## src/sv/dxt5_block_decoder_defines.svh

```systemverilog
// assertion macros shared by the rtl
`ifndef DXT5_BLOCK_DECODER_DEFINES_SVH
`define DXT5_BLOCK_DECODER_DEFINES_SVH

// same-cycle implication, off while reset is asserted
`define DXT5_ASSERT_IMPL(label, clk, rst_n, ante, cons) \
	label: assert property (@(posedge clk) disable iff (!rst_n) (ante) |-> (cons)) \
		else $error("assertion failed");

// next-cycle implication, off while reset is asserted
`define DXT5_ASSERT_NEXT(label, clk, rst_n, ante, cons) \
	label: assert property (@(posedge clk) disable iff (!rst_n) (ante) |=> (cons)) \
		else $error("assertion failed");

`endif

```

## src/sv/dxt5_pkg.sv

```systemverilog
`default_nettype none

package dxt5_pkg;

	// block geometry
	localparam int unsigned PixelCount = 16;
	localparam logic [3:0] LastPixel = 4'd15;

	// reciprocal multipliers, exact over the value ranges that occur
	localparam int unsigned Div3Mul   = 683;
	localparam int unsigned Div3Shift = 11;
	localparam int unsigned Div5Mul   = 1639;
	localparam int unsigned Div5Shift = 13;
	localparam int unsigned Div7Mul   = 2341;
	localparam int unsigned Div7Shift = 14;

	// fixed alpha entries of the six-entry (four-blend) mode
	localparam logic [7:0] AlphaZero = 8'd0;
	localparam logic [7:0] AlphaFull = 8'd255;

	typedef logic [2:0][7:0] rgb_t;
	typedef logic [3:0][2:0][7:0] color_pal_t;
	typedef logic [7:0][7:0] alpha_pal_t;

	// 5-bit channel to 8 bits by replication
	function automatic logic [7:0] widen5(input logic [4:0] v);
		return {v, v[4:2]};
	endfunction

	// 6-bit channel to 8 bits by replication
	function automatic logic [7:0] widen6(input logic [5:0] v);
		return {v, v[5:4]};
	endfunction

	// x / 3 for x <= 766
	function automatic logic [7:0] div3(input logic [9:0] x);
		logic [20:0] p;
		p = 21'(x) * 21'(Div3Mul);
		return p[Div3Shift +: 8];
	endfunction

	// x / 5 for x <= 1277
	function automatic logic [7:0] div5(input logic [10:0] x);
		logic [21:0] p;
		p = 22'(x) * 22'(Div5Mul);
		return p[Div5Shift +: 8];
	endfunction

	// x / 7 for x <= 1788
	function automatic logic [7:0] div7(input logic [10:0] x);
		logic [22:0] p;
		p = 23'(x) * 23'(Div7Mul);
		return p[Div7Shift +: 8];
	endfunction

endpackage

`default_nettype wire

```

## src/sv/dxt5_block_decoder.sv

```systemverilog
// channel | handshake            | payload
// --------+----------------------+---------------------------------------------
// in      | in_valid / in_ready  | alpha_word[63:0], color_word[63:0]
// out     | out_valid / out_ready| pixel_index, red, green, blue, opacity,
//         |                      | last_pixel
//
// each block gives 16 pixels, one per cycle while out_ready does not stall the
// output; the pixel counter on the palette stage steps through them.
// an accepted block passes the input register, palette stage and output register.
// arst_n clears all valid bits and the pixel counter; payload is not reset.
// a stalled output holds its pixel; the next block waits in the input register
// and enters the palette stage the cycle the last pixel of the current one moves on.

`default_nettype none
`include "dxt5_block_decoder_defines.svh"

module dxt5_block_decoder (
	input  wire logic        clk,
	input  wire logic        arst_n,
	input  wire logic        in_valid,
	output logic             in_ready,
	input  wire logic [63:0] alpha_word,
	input  wire logic [63:0] color_word,
	output logic             out_valid,
	input  wire logic        out_ready,
	output logic [3:0]       pixel_index,
	output logic [7:0]       red,
	output logic [7:0]       green,
	output logic [7:0]       blue,
	output logic [7:0]       opacity,
	output logic             last_pixel
);

	import dxt5_pkg::*;

	// input register
	logic        valid_s1;
	logic [63:0] aw_s1;
	logic [63:0] cw_s1;

	// palette stage
	logic        valid_s2;
	color_pal_t  cpal_s2;
	alpha_pal_t  apal_s2;
	logic [31:0] cidx_s2;
	logic [47:0] aidx_s2;
	logic [3:0]  cnt_q;

	// output register
	logic        out_valid_q;
	logic [3:0]  pixel_index_q;
	logic [7:0]  red_q;
	logic [7:0]  green_q;
	logic [7:0]  blue_q;
	logic [7:0]  opacity_q;
	logic        last_pixel_q;

	// decode signals
	rgb_t        ep0;
	rgb_t        ep1;
	color_pal_t  cpal_d;
	alpha_pal_t  apal_d;
	logic [7:0]  a0;
	logic [7:0]  a1;
	logic [1:0]  ci;
	logic [2:0]  ai;
	logic        last;
	logic        adv;
	logic        s2_free;
	logic        load_s2;

	// flow control
	assign last     = (cnt_q == LastPixel);
	assign adv      = valid_s2 && (!out_valid_q || out_ready);
	assign s2_free  = !valid_s2 || (adv && last);
	assign load_s2  = valid_s1 && s2_free;
	assign in_ready = !valid_s1 || load_s2;

	// input register
	always_ff @(posedge clk or negedge arst_n) begin
		if (!arst_n) begin
			valid_s1 <= 1'b0;
		end else if (in_ready) begin
			valid_s1 <= in_valid;
		end
	end

	always_ff @(posedge clk) begin
		if (in_valid && in_ready) begin
			aw_s1 <= alpha_word;
			cw_s1 <= color_word;
		end
	end

	// color endpoints, rgb565 widened to 8 bits
	always_comb begin
		ep0[0] = widen5(cw_s1[15:11]);
		ep0[1] = widen6(cw_s1[10:5]);
		ep0[2] = widen5(cw_s1[4:0]);
		ep1[0] = widen5(cw_s1[31:27]);
		ep1[1] = widen6(cw_s1[26:21]);
		ep1[2] = widen5(cw_s1[20:16]);
	end

	// color palette: endpoints and the 1/3, 2/3 blends
	always_comb begin
		for (int ch = 0; ch < 3; ch++) begin
			cpal_d[0][ch] = ep0[ch];
			cpal_d[1][ch] = ep1[ch];
			cpal_d[2][ch] = div3({1'b0, ep0[ch], 1'b0} + {2'b00, ep1[ch]} + 10'd1);
			cpal_d[3][ch] = div3({2'b00, ep0[ch]} + {1'b0, ep1[ch], 1'b0} + 10'd1);
		end
	end

	// alpha palette: eight-entry or six-entry mode
	assign a0 = aw_s1[7:0];
	assign a1 = aw_s1[15:8];

	always_comb begin
		apal_d[0] = a0;
		apal_d[1] = a1;
		for (int k = 2; k < 8; k++) begin
			if (a0 > a1) begin
				apal_d[k] = div7(11'(32'(8 - k) * 32'(a0) + 32'(k - 1) * 32'(a1) + 32'd3));
			end else if (k < 6) begin
				apal_d[k] = div5(11'(32'(6 - k) * 32'(a0) + 32'(k - 1) * 32'(a1) + 32'd2));
			end else if (k == 6) begin
				apal_d[k] = AlphaZero;
			end else begin
				apal_d[k] = AlphaFull;
			end
		end
	end

	// palette stage and pixel counter
	always_ff @(posedge clk or negedge arst_n) begin
		if (!arst_n) begin
			valid_s2 <= 1'b0;
			cnt_q    <= '0;
		end else begin
			if (s2_free) begin
				valid_s2 <= valid_s1;
			end
			if (adv) begin
				cnt_q <= cnt_q + 4'd1;
			end
		end
	end

	always_ff @(posedge clk) begin
		if (load_s2) begin
			cpal_s2 <= cpal_d;
			apal_s2 <= apal_d;
			cidx_s2 <= cw_s1[63:32];
			aidx_s2 <= aw_s1[63:16];
		end
	end

	// per-pixel index select
	assign ci = cidx_s2[2 * cnt_q +: 2];
	assign ai = aidx_s2[3 * cnt_q +: 3];

	// output register
	always_ff @(posedge clk or negedge arst_n) begin
		if (!arst_n) begin
			out_valid_q <= 1'b0;
		end else if (!out_valid_q || out_ready) begin
			out_valid_q <= valid_s2;
		end
	end

	always_ff @(posedge clk) begin
		if (adv) begin
			pixel_index_q <= cnt_q;
			red_q         <= cpal_s2[ci][0];
			green_q       <= cpal_s2[ci][1];
			blue_q        <= cpal_s2[ci][2];
			opacity_q     <= apal_s2[ai];
			last_pixel_q  <= last;
		end
	end

	assign out_valid   = out_valid_q;
	assign pixel_index = pixel_index_q;
	assign red         = red_q;
	assign green       = green_q;
	assign blue        = blue_q;
	assign opacity     = opacity_q;
	assign last_pixel  = last_pixel_q;

	// checks
	`DXT5_ASSERT_IMPL(a_idle_cnt_zero, clk, arst_n, !valid_s2, cnt_q == 4'd0)
	`DXT5_ASSERT_IMPL(a_last_is_15, clk, arst_n, out_valid && last_pixel, pixel_index == LastPixel)
	`DXT5_ASSERT_NEXT(a_block_continues, clk, arst_n, out_valid && out_ready && !last_pixel, out_valid)
	`DXT5_ASSERT_NEXT(a_index_steps, clk, arst_n, out_valid && out_ready && !last_pixel, pixel_index == $past(pixel_index) + 4'd1)
	`DXT5_ASSERT_NEXT(a_block_restarts, clk, arst_n, out_valid && out_ready && last_pixel, !out_valid || pixel_index == 4'd0)

endmodule

`default_nettype wire
```

## config.mk

```make
export PLATFORM = sky130hd
export DESIGN_NAME = dxt5_block_decoder
export DESIGN_NICKNAME = d
export VERILOG_FILES = /design/src/sv/dxt5_pkg.sv /design/src/sv/dxt5_block_decoder.sv
export VERILOG_INCLUDE_DIRS = /design/src /design/src/sv
export SDC_FILE = /design/constraint.sdc
export NUM_CORES = 2
export LEC_CHECK = 0
export BUFFER_PORTS_ARGS = -buffer_cell sky130_fd_sc_hd__buf_2
export CAP_MARGIN = 20
export CORE_ASPECT_RATIO = 0.75
export CORE_MARGIN = 8
export CORE_UTILIZATION = 45
export CTS_BUF_LIST = sky130_fd_sc_hd__clkbuf_2 sky130_fd_sc_hd__clkbuf_4 sky130_fd_sc_hd__clkbuf_8
export CTS_CLUSTER_SIZE = 25
export DETAILED_ROUTE_END_ITERATION = 8
export PLACE_DENSITY_LB_ADDON = 0.05
export SKIP_LAST_GASP = 1
export SLEW_MARGIN = 20
export SYNTH_ARGS = -nofsm -noshare
export SYNTH_HDL_FRONTEND = slang
export SYNTH_SLANG_ARGS = --single-unit
```

## constraint.sdc

```tcl
create_clock -name clk -period 17.2 [get_ports clk]
set_input_delay 0.86 -clock clk [delete_from_list [all_inputs] [get_ports clk]]
set_output_delay 0.86 -clock clk [all_outputs]
set_load 0.03 [all_outputs]
```

==> results.toml <==
[synthesis]
syn_nets = 5700
syn_area_sq_mm = 0.0466
yosysWarnings = 0
yosysUniqueCellTypes = 68
synthFlopType = "edfxtp_1"
synth-seq-area-share = 0.255
synth_seq_cells = 396
async_reset_ff_frac = 0.0177
postSynthCellCount = 4024
syn_avg_cell_area_sq_um = 11.6
synth_edf_count = 389

[grt]
grtUsageTotal = 0.193
grt_overflow = 0
grt_max_degree = 73
antenna_found_initial = 5
grt_pass1_vias = 30198
grt_pass1_wl_um = 173000

[finish]
synthToLayoutAreaGrowth_pct = 8.81
antenna_cells = 0
register_area_sq_mm = 0.0119
layout.nets = 5949
final_area_sq_mm = 0.0507
drive_above_1_share = 0.0837
final_cell_mix = "1162 x ha_1, 666 x inv_1, 389 x edfxtp_1"
n_fill_cell = 9389
multi_input_area_sq_mm = 0.0321
layout.cells.most_common = "ha_1"

[worst_setup_path]
crit_arrival_ps = 9240
crit_path_max_fanout = 18
endpoint_kind = "flip-flop"
slowest_stage = "edfxtp_1"
required_ps = 17660
startpoint_type = "flip-flop"
max_stage_delay_ps = 590
worstSetupPathType = "flip-flop to flip-flop"

[placement]
dpl.hpwl_um = 89600
place_ws_ps = 8480
placed_cell_area_sq_mm = 0.0492
routabilityCongestion = 0.851
portBuffers = 170

[timing]
period_share = 0.510
final-max-slew-violation-count = 0
fmax_ghz = 0.114
fin_ws_ps = 8420
skew_ps = 78.7
finalSetupTns_ps = 0
finalHoldViolations = 0
setup_violations = 0
finalCriticalPeriod_ps = 8780
slew-limit-headroom = 0.322
worst_pin_slew_ps = 1020
rsz0062_at_grt = "false"

[routing]
drtIter0Drc = 1313
wirelength_um = 109000
ant_nets = 0
detail_route.vias_per_cell = 5.15
drc_errors = 0
vias = 29228
firstDrtPassIters = 5
post_drt_wl_per_cell_um = 19.1

[die]
dieArea_sq_mm = 0.114
die_height_um = 295
pin_count = 171
coreArea_sq_mm = 0.103
die_width_um = 388
start_util = 0.452
rows = 102

[clocking]
clockBufferDepth = 3
numCtsBuffers = 72
clk_latency_ps = 760
clkSinkCount = 396
cts.clk_slew.worst_paths_ps = 50
root_buffer = "clkbuf_8"
cts_setup_buffers = 0
tritoncts = "built"
htree_levels = 3

[outcome]
status = "finished, final reports clean"

[min_path]
min_path_type = "input pin to flip-flop"

[job]
maxCapViolations = 0
-- critical path: cells and delay by family (launching register included) --
family	cells	cell delay, ps
flip-flops	1	590
AO/OA/AOI/OAI	6	1400
XOR/XNOR	3	1150
buffers and inverters	5	580
AND/OR/NAND/NOR	4	510
multiplexers	1	80
adder cells (fa/ha/maj)	10	4160
-- cells in the mapped netlist (38+ instances only) --
master | count | area, sq um
a21o_1 | 44 | 330
a21oi_1 | 169 | 846
edfxtp_1 | 389 | 11700
fa_1 | 382 | 7650
ha_1 | 1162 | 14500
inv_1 | 667 | 2500
nand2_1 | 87 | 327
nand3_1 | 38 | 190
nor2_1 | 146 | 548
nor3_1 | 52 | 260
o21a_1 | 41 | 308
o21ai_0 | 89 | 445
o21bai_1 | 46 | 345
xnor2_1 | 205 | 1800
xor2_1 | 79 | 692
-- area by class of cell --
type                       instances  share of cell area
multi-input combinational       2935               0.634
clock buffer                      86              0.0216
inverter                         667              0.0494
sequential                       396               0.234
timing repair buffer             201              0.0214
clock inverter                    41             0.00669
tap                             1352              0.0334
-- flip-flops by register name, indices dropped and copies added, names as in the netlist --
name         count
cpal_s2         80
apal_s2         64
aw_s1           64
cw_s1           64
aidx_s2         48
cidx_s2         32
blue             8
green            8
opacity          8
red              8
cnt_q            4
pixel_index      4
last_pixel       1
out_valid        1
valid_s1         1
valid_s2         1
-- cell families after synthesis --
kind of cell / Yosys count / synth area share
buf+inv: 693 / 0.0566
xor+xnor: 284 / 0.0534
mux: 83 / 0.0333
compound gates: 535 / 0.0738
flops: 396 / 0.255
fa+ha+maj: 1544 / 0.476
simple gates: 489 / 0.0521
-- metal layers --
metal	wire length [um]	global-route usage	vias up	part of all wire
li1	-	-	14697	-
met3	5020	0.0355	87	0.046
met2	43600	0.279	446	0.40
met5	0	0	-	0
met1	58100	0.300	13998	0.54
met4	1730	0.0356	0	0.016
-- path summary, 6_finish.rpt --
kind,startpoint,to,slack (ps),cells after the start
min,alpha_word[54],aw_s1[54],280,1
min reg2reg,aw_s1[30],aidx_s2[14],360,0
max in group asynchronous,arst_n,cnt_q[3],16470,2
max reg2reg,aw_s1[8],apal_s2[38],8420,29
min in group asynchronous,arst_n,valid_s1,510,2
max,aw_s1[8],apal_s2[38],8420,29
-- stage by stage --
step                cells  utilization  hold WS (ps)
global route         5678        0.492           197
finish               5678        0.492           279
CTS                  5678        0.492           161
detailed placement   5550        0.478           405
floorplan            4024            -           400
global placement     5550        0.478           401
-- what timing repair did --
action / in CTS / in global routing
gates resized for setup: 0 / 0
hold endpoints to repair: 7 / 0
hold buffers: 1 / 0
Power is left out: the tool's default activity adds up to more than one toggle a clock period on the data nets, which glitch-free logic cannot reach.
